`src/rtl/sbtc_pkg.sv`:
```
// ----------------------------------------------------------------------------
// Sprite blitter package
// Shared sizes, register indexes and the configuration record.
// ----------------------------------------------------------------------------
package sbtc_pkg;

    // Frame and surface limits.
    localparam int FRAME_DIM   = 256;
    localparam int SURFACE_DIM = 4096;

    // Comparison widths: frame coordinates, clip bounds, signed positions.
    localparam int FRAME_CMP_W = 13;
    localparam int CLIP_W      = 17;
    localparam int POS_W       = CLIP_W + 1;

    // Tint word value that turns tinting off.
    localparam logic [31:0] TINT_OFF = 32'hFFFF_FFFF;

    // Configuration register indexes.
    localparam logic [2:0] REG_ORIGIN_X       = 3'd0;
    localparam logic [2:0] REG_ORIGIN_Y       = 3'd1;
    localparam logic [2:0] REG_SURFACE_WIDTH  = 3'd2;
    localparam logic [2:0] REG_SURFACE_HEIGHT = 3'd3;
    localparam logic [2:0] REG_TINT_COLOR     = 3'd4;
    localparam logic [2:0] REG_DRAW_ALPHA     = 3'd5;
    localparam logic [2:0] REG_SHADOW_ALPHA   = 3'd6;
    localparam logic [2:0] REG_SHADOW_OFFSETS = 3'd7;

    // Current register contents, handed from the register file to the datapath.
    typedef struct packed {
        logic [15:0] origin_x;
        logic [15:0] origin_y;
        logic [12:0] surface_width;
        logic [12:0] surface_height;
        logic [31:0] tint_color;
        logic [7:0]  draw_alpha;
        logic [7:0]  shadow_alpha;
        logic [15:0] shadow_offsets;
    } cfg_t;

endpackage

```
`src/rtl/sbtc_cfg_regs.sv`:
```
// ----------------------------------------------------------------------------
// Sprite blitter configuration registers
// Holds the eight write-only control registers.
// ----------------------------------------------------------------------------
module sbtc_cfg_regs
(
    input  logic          clk,
    input  logic          rst_n,
    input  logic          cfg_we,
    input  logic [2:0]    cfg_addr,
    input  logic [31:0]   cfg_wdata,
    output sbtc_pkg::cfg_t cfg
);
    import sbtc_pkg::*;

    cfg_t cfg_reg;
    cfg_t cfg_next;

    // Decode the register index and replace the addressed field.
    always_comb
    begin
        cfg_next = cfg_reg;
        if (cfg_we)
        begin
            unique case (cfg_addr)
                REG_ORIGIN_X:       cfg_next.origin_x       = cfg_wdata[15:0];
                REG_ORIGIN_Y:       cfg_next.origin_y       = cfg_wdata[15:0];
                REG_SURFACE_WIDTH:  cfg_next.surface_width  = cfg_wdata[12:0];
                REG_SURFACE_HEIGHT: cfg_next.surface_height = cfg_wdata[12:0];
                REG_TINT_COLOR:     cfg_next.tint_color     = cfg_wdata;
                REG_DRAW_ALPHA:     cfg_next.draw_alpha     = cfg_wdata[7:0];
                REG_SHADOW_ALPHA:   cfg_next.shadow_alpha   = cfg_wdata[7:0];
                REG_SHADOW_OFFSETS: cfg_next.shadow_offsets = cfg_wdata[15:0];
                default:            cfg_next = cfg_reg;
            endcase
        end
    end

    always_ff @(posedge clk or negedge rst_n)
    begin
        if (!rst_n)
        begin
            cfg_reg.origin_x       <= 16'd0;
            cfg_reg.origin_y       <= 16'd0;
            cfg_reg.surface_width  <= 13'd0;
            cfg_reg.surface_height <= 13'd0;
            cfg_reg.tint_color     <= TINT_OFF;
            cfg_reg.draw_alpha     <= 8'd128;
            cfg_reg.shadow_alpha   <= 8'd64;
            cfg_reg.shadow_offsets <= 16'h0202;
        end
        else
        begin
            cfg_reg <= cfg_next;
        end
    end

    assign cfg = cfg_reg;

endmodule

```
`src/rtl/sbtc_tint.sv`:
```
// ----------------------------------------------------------------------------
// Sprite blitter tint unit
// Scales each RGB332 channel by its tint byte over 255, truncating.
// ----------------------------------------------------------------------------
module sbtc_tint
(
    input  logic [31:0] tint_color,
    input  logic [7:0]  pixel_value,
    output logic [7:0]  tinted_value
);
    import sbtc_pkg::*;

    // Floor of x / 255 for x below 2040, by the add-and-shift identity.
    function automatic logic [2:0] div255(input logic [10:0] x);
        logic [11:0] sum;
        begin
            sum    = {1'b0, x} + {9'b0, x[10:8]} + 12'd1;
            div255 = sum[10:8];
        end
    endfunction

    logic [10:0] prod_r;
    logic [10:0] prod_g;
    logic [10:0] prod_b;
    logic [2:0]  chan_r;
    logic [2:0]  chan_g;
    logic [2:0]  chan_b;

    // One small multiply per channel, carried out at the full product width.
    assign prod_r = {8'b0, pixel_value[7:5]} * {3'b0, tint_color[23:16]};
    assign prod_g = {8'b0, pixel_value[4:2]} * {3'b0, tint_color[15:8]};
    assign prod_b = {9'b0, pixel_value[1:0]} * {3'b0, tint_color[7:0]};

    assign chan_r = div255(prod_r);
    assign chan_g = div255(prod_g);
    assign chan_b = div255(prod_b);

    // The blue result never exceeds three, so two bits carry it.
    assign tinted_value = (tint_color == TINT_OFF) ? pixel_value
                                                   : {chan_r, chan_g, chan_b[1:0]};

endmodule

```
`src/rtl/sbtc_place.sv`:
```
// ----------------------------------------------------------------------------
// Sprite blitter placement and clipping
// Offsets the frame coordinates to the surface and tests the clip window.
// ----------------------------------------------------------------------------
module sbtc_place
(
    input  sbtc_pkg::cfg_t cfg,
    input  logic           req_type,
    input  logic [7:0]     pixel_x,
    input  logic [7:0]     pixel_y,
    output logic           visible,
    output logic [11:0]    write_x,
    output logic [11:0]    write_y
);
    import sbtc_pkg::*;

    logic [POS_W-1:0]  org_x_ext;
    logic [POS_W-1:0]  org_y_ext;
    logic [POS_W-1:0]  off_x_ext;
    logic [POS_W-1:0]  off_y_ext;
    logic [POS_W-1:0]  dest_x;
    logic [POS_W-1:0]  dest_y;
    logic [CLIP_W-1:0] lim_w;
    logic [CLIP_W-1:0] lim_h;
    logic              in_frame;
    logic              in_x;
    logic              in_y;

    // Sign-extend the origin and, on the shadow pass, the shadow offsets.
    assign org_x_ext = {{(POS_W-16){cfg.origin_x[15]}}, cfg.origin_x};
    assign org_y_ext = {{(POS_W-16){cfg.origin_y[15]}}, cfg.origin_y};
    assign off_x_ext = req_type ? {{(POS_W-8){cfg.shadow_offsets[7]}},
                                   cfg.shadow_offsets[7:0]}
                                : '0;
    assign off_y_ext = req_type ? {{(POS_W-8){cfg.shadow_offsets[15]}},
                                   cfg.shadow_offsets[15:8]}
                                : '0;

    assign dest_x = org_x_ext + {{(POS_W-8){1'b0}}, pixel_x} + off_x_ext;
    assign dest_y = org_y_ext + {{(POS_W-8){1'b0}}, pixel_y} + off_y_ext;

    // Clip bounds are the programmed size capped at the largest surface.
    assign lim_w = ({{(CLIP_W-13){1'b0}}, cfg.surface_width} < CLIP_W'(SURFACE_DIM))
                 ? {{(CLIP_W-13){1'b0}}, cfg.surface_width} : CLIP_W'(SURFACE_DIM);
    assign lim_h = ({{(CLIP_W-13){1'b0}}, cfg.surface_height} < CLIP_W'(SURFACE_DIM))
                 ? {{(CLIP_W-13){1'b0}}, cfg.surface_height} : CLIP_W'(SURFACE_DIM);

    // Frame bounds check on the source coordinates.
    assign in_frame = ({{(FRAME_CMP_W-8){1'b0}}, pixel_x} < FRAME_CMP_W'(FRAME_DIM))
                   && ({{(FRAME_CMP_W-8){1'b0}}, pixel_y} < FRAME_CMP_W'(FRAME_DIM));

    // A position is on the surface when it is non-negative and below the bound.
    assign in_x = !dest_x[POS_W-1] && (dest_x[CLIP_W-1:0] < lim_w);
    assign in_y = !dest_y[POS_W-1] && (dest_y[CLIP_W-1:0] < lim_h);

    assign visible = in_frame && in_x && in_y;
    assign write_x = dest_x[11:0];
    assign write_y = dest_y[11:0];

endmodule

```
`src/rtl/sprite_blit_tint_clip.sv`:
```
// ----------------------------------------------------------------------------
// Sprite blitter with tint, color key and clipping
// Turns a stream of sprite pixels into a stream of surface pixel writes.
// ----------------------------------------------------------------------------
// Accepts one pixel per clock while the write stream is not stalled and
// answers with zero or one write: the pixel lands in an input register, tint,
// color key, placement and clipping are evaluated in one pass of logic, and a
// visible pixel is caught in the result register. The block holds no other
// per-pixel state and needs no warm-up after reset. Transparent, off-frame
// and off-surface pixels, and all pixels while the draw alpha is zero,
// produce no transaction on the output. Registers are to be written only
// while no pixel is in flight.
module sprite_blit_tint_clip
(
    input  logic        clk,
    input  logic        rst_n,
    // Configuration write port
    input  logic        cfg_we,
    input  logic [2:0]  cfg_addr,
    input  logic [31:0] cfg_wdata,
    // Pixel input stream
    input  logic        s_axis_tvalid,
    output logic        s_axis_tready,
    input  logic [23:0] s_axis_tdata,   // pixel_x[7:0], pixel_y[15:8], pixel_value[23:16]
    input  logic [0:0]  s_axis_tuser,   // req_type[0]
    // Pixel write stream
    output logic        m_axis_tvalid,
    input  logic        m_axis_tready,
    output logic [31:0] m_axis_tdata,   // write_x[11:0], write_y[23:12], write_alpha[31:24]
    output logic [0:0]  m_axis_tuser    // write_white[0]
);
    import sbtc_pkg::*;

    cfg_t        cfg;

    logic        in_valid_reg;
    logic        in_valid_next;
    logic        in_type_reg;
    logic [7:0]  in_x_reg;
    logic [7:0]  in_y_reg;
    logic [7:0]  in_value_reg;

    logic        out_valid_reg;
    logic        out_valid_next;
    logic [11:0] out_x_reg;
    logic [11:0] out_y_reg;
    logic        out_white_reg;
    logic [7:0]  out_alpha_reg;

    logic [7:0]  tinted_value;
    logic        visible;
    logic [11:0] write_x;
    logic [11:0] write_y;
    logic        hit;
    logic        out_free;
    logic        in_take;

    sbtc_cfg_regs u_cfg_regs
    (
        .clk       (clk),
        .rst_n     (rst_n),
        .cfg_we    (cfg_we),
        .cfg_addr  (cfg_addr),
        .cfg_wdata (cfg_wdata),
        .cfg       (cfg)
    );

    sbtc_tint u_tint
    (
        .tint_color   (cfg.tint_color),
        .pixel_value  (in_value_reg),
        .tinted_value (tinted_value)
    );

    sbtc_place u_place
    (
        .cfg      (cfg),
        .req_type (in_type_reg),
        .pixel_x  (in_x_reg),
        .pixel_y  (in_y_reg),
        .visible  (visible),
        .write_x  (write_x),
        .write_y  (write_y)
    );

    // Flow control: the result register frees up when empty or being drained.
    assign out_free      = !out_valid_reg || m_axis_tready;
    assign s_axis_tready = !in_valid_reg || out_free;
    assign in_take       = s_axis_tvalid && s_axis_tready;

    // A write is emitted for a visible, opaque pixel while drawing is enabled.
    assign hit = in_valid_reg && (cfg.draw_alpha != 8'd0)
              && (tinted_value != 8'd0) && visible;

    always_comb
    begin
        in_valid_next  = s_axis_tready ? s_axis_tvalid : in_valid_reg;
        out_valid_next = out_free ? hit : out_valid_reg;
    end

    // Control state.
    always_ff @(posedge clk or negedge rst_n)
    begin
        if (!rst_n)
        begin
            in_valid_reg  <= 1'b0;
            out_valid_reg <= 1'b0;
        end
        else
        begin
            in_valid_reg  <= in_valid_next;
            out_valid_reg <= out_valid_next;
        end
    end

    // Input register captures each accepted transaction.
    always_ff @(posedge clk)
    begin
        if (in_take)
        begin
            in_type_reg  <= s_axis_tuser[0];
            in_x_reg     <= s_axis_tdata[7:0];
            in_y_reg     <= s_axis_tdata[15:8];
            in_value_reg <= s_axis_tdata[23:16];
        end
    end

    // Result register captures each produced write.
    always_ff @(posedge clk)
    begin
        if (out_free && hit)
        begin
            out_x_reg     <= write_x;
            out_y_reg     <= write_y;
            out_white_reg <= !in_type_reg;
            out_alpha_reg <= in_type_reg ? cfg.shadow_alpha : cfg.draw_alpha;
        end
    end

    assign m_axis_tvalid = out_valid_reg;
    assign m_axis_tdata  = {out_alpha_reg, out_y_reg, out_x_reg};
    assign m_axis_tuser  = out_white_reg;

endmodule

```
`config.mk`:
```
export PLATFORM = sky130hd
export DESIGN_NAME = sprite_blit_tint_clip
export DESIGN_NICKNAME = d
export VERILOG_FILES = /design/src/rtl/sbtc_pkg.sv /design/src/rtl/sbtc_cfg_regs.sv /design/src/rtl/sbtc_tint.sv /design/src/rtl/sbtc_place.sv /design/src/rtl/sprite_blit_tint_clip.sv
export SDC_FILE = /design/constraint.sdc
export NUM_CORES = 1
export LEC_CHECK = 0
export BUFFER_PORTS_ARGS = -buffer_cell sky130_fd_sc_hd__buf_2
export CORE_ASPECT_RATIO = 0.7
export CORE_MARGIN = 10
export CORE_UTILIZATION = 45
export CTS_CLUSTER_DIAMETER = 150
export DETAILED_ROUTE_END_ITERATION = 12
export RECOVER_POWER = 25
export SLEW_MARGIN = 20
export SYNTH_ARGS = -nofsm -noshare
export SYNTH_HDL_FRONTEND = slang
export SYNTH_SLANG_ARGS = --single-unit
```
`constraint.sdc`:
```
create_clock -name clk -period 25.6 [get_ports clk]
set_input_delay 5.12 -clock clk [delete_from_list [all_inputs] [get_ports clk]]
set_output_delay 5.12 -clock clk [all_outputs]
set_load 0.005 [all_outputs]
```
Word level (Yosys, flattened, before mapping) --
Cells that the tools add are included.
Storage, ports and cells: register bits after elaboration 182, bits of input ports 65, output and inout port bits 35, word-level logic and storage cells 75
Cells by class: $add $sub $neg 10, multiply operators 3, magnitude comparators 4, eq/ne operators 8, muxes and demuxes 6, reductions and logical operators 26
Operators with widths (count):
- 18-bit adder | 2
- 18-bit 2-to-1 mux | 2
- 16-bit by 9-bit adder with 17-bit output | 2
- 17-bit < comparator | 2
- 32-bit equality test (second input constant) | 1
- 13-bit < comparator (second input constant) | 2
- 13-bit 2-to-1 mux | 2
- 11-bit by 1-bit adder with 11-bit output (second input constant) | 2
- 11-bit by 3-bit adder with 11-bit output | 2
- 3-bit by 8-bit multiplier with 11-bit output | 2
- 8-bit 2-to-1 mux | 2
- 2-bit AND reduction | 8
- 8-bit nonzero test | 2
- 3-bit equality test (second input constant) | 4
- 10-bit by 1-bit adder with 10-bit output (second input constant) | 1
- 10-bit by 2-bit adder with 10-bit output | 1
- 2-bit by 8-bit multiplier with 10-bit output | 1
- 1-bit logical AND | 8
- 3-bit by 2-bit equality test with 1-bit output (second input constant) | 2
- 1-bit zero test | 5
- 3-bit by 1-bit equality test with 1-bit output (second input constant) | 1
- 3-bit zero test | 1
- 1-bit logical OR | 2

Longest topological paths before layout --
Gate-level depths: netlist of run 1.
depth after elaboration 8, depth in mapped cells 26, depth with buffers taken out 26

By module --
Synthesis of run 1 repeated with hierarchy kept, for this count alone.
Unflattened totals: cells, all modules 1124, area total of the unflattened synthesis 12285.5 µm²
By module, submodules not included:
- sbtc_cfg_regs | times used 1, cells each 266, area an instance 4720.8 µm², seq. area each 3098.0 µm²
- sbtc_place | times used 1, cells each 485, area an instance 3513.4 µm², seq. area each 0.0 µm²
- sbtc_tint | times used 1, cells each 291, area an instance 2075.7 µm², seq. area each 0.0 µm²
- sprite_blit_tint_clip | times used 1, cells each 82, area an instance 1975.6 µm², seq. area each 1791.7 µm²

Worst setup path before layout of run 1 --
Ideal clock, no wire load.
path kind input -> output, start point in m_axis_tready, end point out s_axis_tready, arrival time 5.294 ns, path slack 15.186 ns, stages on the path 1, cells stage by stage nand3b_1
Between the ends: longest elaborated chain between the ends 2
Ends and longest elaborated chain:
- from (decl) | line sprite_blit_tint_clip.sv:28 | input logic m_axis_tready,
- 1-bit logical OR | line sprite_blit_tint_clip.sv:87 | assign out_free = !out_valid_reg || m_axis_tready;
- 1-bit logical OR | line sprite_blit_tint_clip.sv:88 | assign s_axis_tready = !in_valid_reg || out_free;
- to (decl) | line sprite_blit_tint_clip.sv:23 | output logic s_axis_tready,
No other way between the ends.

Worst setup path after layout of run 1 --
Ends and elaborated chain as after synthesis.

==> impl_metrics.ini, run 1 <==
[power_and_ir_drop]
pwr-share-seq = 0.349
power_density_nw_per_um2 = 87.6
switching_share = 0.374
total_leakage_power_nw = 5.82
p_int_uw = 719
vdd_drop_max_uv = 59.5
clock_power_share = 0.224
p_comb_frac = 0.427
p_sw_uw = 429
p_total_mw = 1.15

[sta]
tightest_slew_ns = 3.27
min_period_ns = 10.66
finalSetupViolations = 0
fin_setup_tns_ns = 0
rsz0062_at_grt = no
max_freq_mhz = 93.8
timing.final.ws_setup_ns = 14.94
fin_skew_ns = 0.0110
fin_crit_sh = 0.417
slew_headroom = -1.18
hold_viol = 0
drv_slew = 57

[yosys]
synth-simple-area-share = 0.128
synthCells = 1069
synth_nets = 1259
synth-async-reset-ratio = 0.681
synth_area_per_cell_sq_um = 10.9
ys_seq_elements = 182
synth_top_area_share = 0.189
synth_compound_area_frac = 0.111
yosys.area.top_type = dfrtp_1
synthAdderAreaFrac = 0.146
yosys-top-cells-area = dfrtp_1 19%, edfxtp_1 15%, mux2_2 12%
synth.area.mux_share = 0.124
yosysUniqueCellTypes = 64
synth_warnings = 0
synth_edf_count = 58
synth_xor_area_frac = 0.0428
seq_area_frac_synth = 0.420
synth_top_family_by_area = adder cells
synth_flop_cell = dfrtp_1
syn_area_sq_um = 11700

[clocking]
cts.path.max_buffers = 2
cts_tree = built
path_clk_slew_ns = 0.06
clock_sinks = 182
post_cts_buffers = 0
hold_buffers = 0
insertion_delay_ns = 0.44
cts_htree_levels = 4
cts_root_buf = clkbuf_16
ctsResizeCount = 0
cts_made_buffers = 17

[setup_path]
critPathLaunchType = primary input
slowest_stage = nand3b_1
startpoint = m_axis_tready
path_cells = buf_2 -> nand3b_1 -> buf_2
worstReg2RegStart = u_cfg_regs.cfg[90]$_DFFE_PN0P_
endpoint_kind = output port
crit_arrival_ns = 5.54
crit_end = s_axis_tready
cpMostUsedCell = buf_2
r2r_cells = 25
worst_r2r_endpoint = out_alpha_reg[5]$_DFFE_PP_
worst-path-max-fanout = 3
slowest_delay_ns = 0.17
required_ns = 20.48
worstSetupPathType = in2out
r2r_slack_ns = 19.10

[routing]
routed_wl_um = 28100
via_per_inst = 5.46
drtIter0Drc = 478
antenna_left = 0
wl_per_cell_um = 18.6
dr.pass1.iters = 5
vias = 8263
remaining_drc_errors = 0

[place]
portBuffers = 99
gp_congestion = 0.854
hpwlAfterDp_um = 20900
place_ws_ns = 14.94

[status]
violations = capacitance limit, slew limit
outcome = complete, but fails checks

[layout]
post-route-util = 0.513
layout_common_cells = 125 x mux2_2, 111 x nand2_1, 106 x ha_1, 97 x buf_2, 88 x dfrtp_1
largest_register_ffs = 122
num-nets-final = 1358
drive_gt1_frac = 0.263
layout_commonest_cell = mux2_2
num_antenna_cells = 0
syn2layout_area_growth_pct = 12.5

[job]
max-cap-violations = 1

[min_path]
hp-start = u_cfg_regs.cfg[0]$_DFFE_PN0P_
min_path_type = reg2reg

[global_route]
grt_overflow = 0
track_usage = 0.173
grt_pass1_wl_um = 44900
grt_max_degree = 70
antenna_found_initial = 1
grt_pass1_vias = 8282

[floorplan]
core_sq_um = 25600
ios = 100
initial_core_util = 0.456
die_h_um = 155
rows = 49
die_area_sq_um = 32800
die_width_um = 212
## Yosys cell counts, types with 21 or more instances
cell,number
ha_1,106
a21oi_1,48
xor2_1,21
dfrtp_1,88
inv_1,59
and2_1,41
edfxtp_1,58
clkbuf_1,28
dfstp_2,36
nand2_1,111
xnor2_1,36
mux2_2,127
o21ai_0,39
nor2_1,37
## per-layer routing
layer / routed length (um) / vias up / GRT usage / share of wire
met5: 0 / - / 0 / 0
met4: 434 / 0 / 0.0441 / 0.015
met3: 1240 / 26 / 0.0351 / 0.044
met2: 12300 / 131 / 0.262 / 0.44
met1: 14100 / 4030 / 0.247 / 0.50
li1: - / 4076 / - / -
## critical path, delay by kind of cell
family | cells | cell delay, ns
AND/OR/NAND/NOR | 1 | 0.17
buffers and inverters | 2 | 0.25
## worst min-delay path by stage
stage | end | slack (ns) | depth (start not counted)
after floorplan | u_cfg_regs.cfg[4]$_DFFE_PN0P_ | 0.47 | 1
after global placement | u_cfg_regs.cfg[2]$_DFFE_PN0P_ | 0.48 | 1
after detailed placement | u_cfg_regs.cfg[4]$_DFFE_PN0P_ | 0.49 | 1
after CTS | u_cfg_regs.cfg[4]$_DFFE_PN0P_ | 0.50 | 1
after global routing | u_cfg_regs.cfg[17]$_DFFE_PN0P_ | 0.51 | 1
final | u_cfg_regs.cfg[0]$_DFFE_PN0P_ | 0.50 | 1
## stage by stage
| stage | hold slack, ns | instances | area, sq um |
|---|---|---|---|
| 6_report | 0.498 | 1512 | 13100 |
| 4_1_cts | 0.501 | 1511 | 13100 |
| 2_1_floorplan | 0.471 | 1069 | 11700 |
| 3_3_place_gp | 0.480 | 1479 | 12500 |
| 3_5_place_dp | 0.486 | 1479 | 12500 |
| 5_1_grt | 0.513 | 1512 | 13100 |
## cells by family (layout without fill, tap and decap cells)
kind of cell | Yosys count | in the layout
muxes | 128 | 128
AOI/OAI and AO/OA | 194 | 194
and+or+nand+nor | 296 | 296
xor gates and xnor gates | 57 | 57
DFF | 182 | 182
adders and majority gates | 125 | 125
buffers and inverters | 87 | 199
## power by group through the flow
| stage | logic, mW | registers (mW) | clock network, mW |
|---|---|---|---|
| detailed placement | 0.488 | 0.407 | 0 |
| global route | 0.557 | 0.408 | 0.276 |
| floorplan | 0.377 | 0.393 | 0 |
| global placement | 0.478 | 0.405 | 0 |
| CTS | 0.492 | 0.401 | 0.265 |
| finish | 0.490 | 0.401 | 0.257 |
## final cells by class
class                           count  area, sq um
Fill cell                        2350        12500
Multi-Input combinational cell    800         6450
Sequential cell                   182         4890
Timing Repair Buffer              108          561
Clock buffer                       19          464
Tap cell                          331          414
Inverter                           59          221
Clock inverter                     13          108
(Power assumes the default switching activity.)
==> run 2, diff against run 1 <==
Settings changed: PLACE_DENSITY set to 0.65.
Clock period 25.6 ns to 8.85 ns, I/O delays scaled along.
==> run 2 against run 1 <==
- the flow still finishes with violations (capacitance limit, slew limit)
- critical path depth is 24 higher
- die area did not move
- register-to-register slack got worse by 17 ns
- clock power rose to 3.0 times the previous value
- non-clock buffer count fell by 1
- total power rose to 2.9 times the previous value
- sequential power rose to 2.9 times the previous value
- largest cell class unchanged
==> impl_metrics.ini, run 2 (synthesized netlist as in run 1, its figures left out) <==
[routing]
via_per_inst = 5.55
drtIter0Drc = 589
antenna_left = 0
vias = 8392
wl_per_cell_um = 18.8
remaining_drc_errors = 0
dr.pass1.iters = 6
routed_wl_um = 28400

[clocking]
clock_sinks = 182
cts_htree_levels = 4
insertion_delay_ns = 0.45
cts_root_buf = clkbuf_16
path_clk_slew_ns = 0.07
ctsResizeCount = 0
cts_tree = built
hold_buffers = 0
cts.path.max_buffers = 2
cts_made_buffers = 17
post_cts_buffers = 0

[min_path]
hp-start = u_cfg_regs.cfg[3]$_DFFE_PN0P_
holdPathStages = 1
min_path_type = reg2reg
hold_path_end = u_cfg_regs.cfg[3]$_DFFE_PN0P_

[layout]
layout_common_cells = 127 x mux2_2, 111 x nand2_1, 106 x ha_1, 94 x buf_2, 88 x dfrtp_1
num-nets-final = 1357
syn2layout_area_growth_pct = 12.5
nFillCells = 2260
num_antenna_cells = 0
post-route-util = 0.513
largest_register_ffs = 122
stdcell_count = 1511
layout_commonest_cell = mux2_2
drive_gt1_frac = 0.261

[power_and_ir_drop]
vdd_drop_max_uv = 148
total_leakage_power_nw = 5.81
power_density_nw_per_um2 = 256

[global_route]
track_usage = 0.178
grt_overflow = 0
grt_pass1_wl_um = 45900
grt_max_degree = 76
antenna_found_initial = 0
grt_pass1_vias = 8469

[sta]
rsz0062_at_grt = no
min_period_ns = 6.35
slew_headroom = -0.881
finalSetupViolations = 0
hold_viol = 0
max_freq_mhz = 157
fin_skew_ns = 0.0130
tightest_slew_ns = 2.82
fin_setup_tns_ns = 0
drv_slew = 77
fin_crit_sh = 0.718

[setup_path]
r2r_cells = 27
worstReg2RegStart = u_cfg_regs.cfg[90]$_DFFE_PN0P_
r2r_slack_ns = 2.50
slowest_stage = or4_1
critPathLaunchType = flip-flop
crit_arrival_ns = 6.45
worstSetupPathType = reg2reg
worst_r2r_endpoint = out_x_reg[4]$_DFFE_PP_
worst-path-max-fanout = 33
endpoint_kind = flip-flop
slowest_delay_ns = 0.52
required_ns = 8.95

[floorplan]
core_sq_um = 25600
initial_core_util = 0.456
rows = 49
die_area_sq_um = 32800
die_h_um = 155
die_width_um = 212
ios = 100

[place]
place_inst = 1479
hpwlAfterDp_um = 21100
gp_congestion = 0.881
portBuffers = 99

[status]
violations = capacitance limit, slew limit
outcome = complete, but fails checks

[job]
max-cap-violations = 2
-- run 2: worst max-delay path by stage --
stage / from / to / slack [ns]
floorplan: u_cfg_regs.cfg[90]$_DFFE_PN0P_ / m_axis_tuser$_DFFE_PP_ / 0.49
global placement: u_cfg_regs.cfg[90]$_DFFE_PN0P_ / out_alpha_reg[0]$_DFFE_PP_ / 2.81
detailed placement: u_cfg_regs.cfg[90]$_DFFE_PN0P_ / m_axis_tuser$_DFFE_PP_ / 2.61
CTS: u_cfg_regs.cfg[90]$_DFFE_PN0P_ / out_y_reg[7]$_DFFE_PP_ / 2.59
global route: u_cfg_regs.cfg[90]$_DFFE_PN0P_ / out_y_reg[5]$_DFFE_PP_ / 1.93
finish: u_cfg_regs.cfg[90]$_DFFE_PN0P_ / out_x_reg[4]$_DFFE_PP_ / 2.50
-- run 2: final cells by class --
class	instances	area, sq um	share of cell area
Inverter	59	221	0.0169
Sequential cell	182	4890	0.373
Timing Repair Buffer	107	534	0.0408
Tap cell	331	414	0.0316
Multi-Input combinational cell	800	6460	0.493
Clock inverter	12	101	0.00773
Clock buffer	20	489	0.0373
-- run 2: critical path: cells and delay by family, from the launching register on --
kind                       cells  cell delay [ns]
AOI/OAI and AO/OA             11             1.89
and+or+nand+nor                8             1.81
adders and majority gates      4             1.18
buffers and inverters          2             0.49
DFF                            1             0.35
xor gates and xnor gates       2             0.24
-- run 2: metal layers --
layer,part of all wire,GRT usage,routed length (um),up-vias
met5,0,0,0,-
met2,0.44,0.271,12600,160
met4,0.013,0.0441,363,0
li1,-,-,-,4075
met3,0.041,0.0388,1180,28
met1,0.50,0.252,14200,4129
-- run 2: per-stage QoR --
| stage | area, sq um | hold WS, ns | setup slack, ns | power [mW] |
|---|---|---|---|---|
| 2_1_floorplan | 11700 | 0.471 | 0.493 | 2.23 |
| 3_3_place_gp | 12500 | 0.479 | 2.81 | 2.55 |
| 3_5_place_dp | 12500 | 0.486 | 2.61 | 2.58 |
| 4_1_cts | 13100 | 0.502 | 2.59 | 3.37 |
| 5_1_grt | 13100 | 0.515 | 1.93 | 3.62 |
| 6_report | 13100 | 0.503 | 2.50 | 3.35 |
-- run 2: where the power goes --
part / internal, mW / switching (mW)
clock network: 0.408 / 0.356
registers: 1.06 / 0.104
logic: 0.631 / 0.792
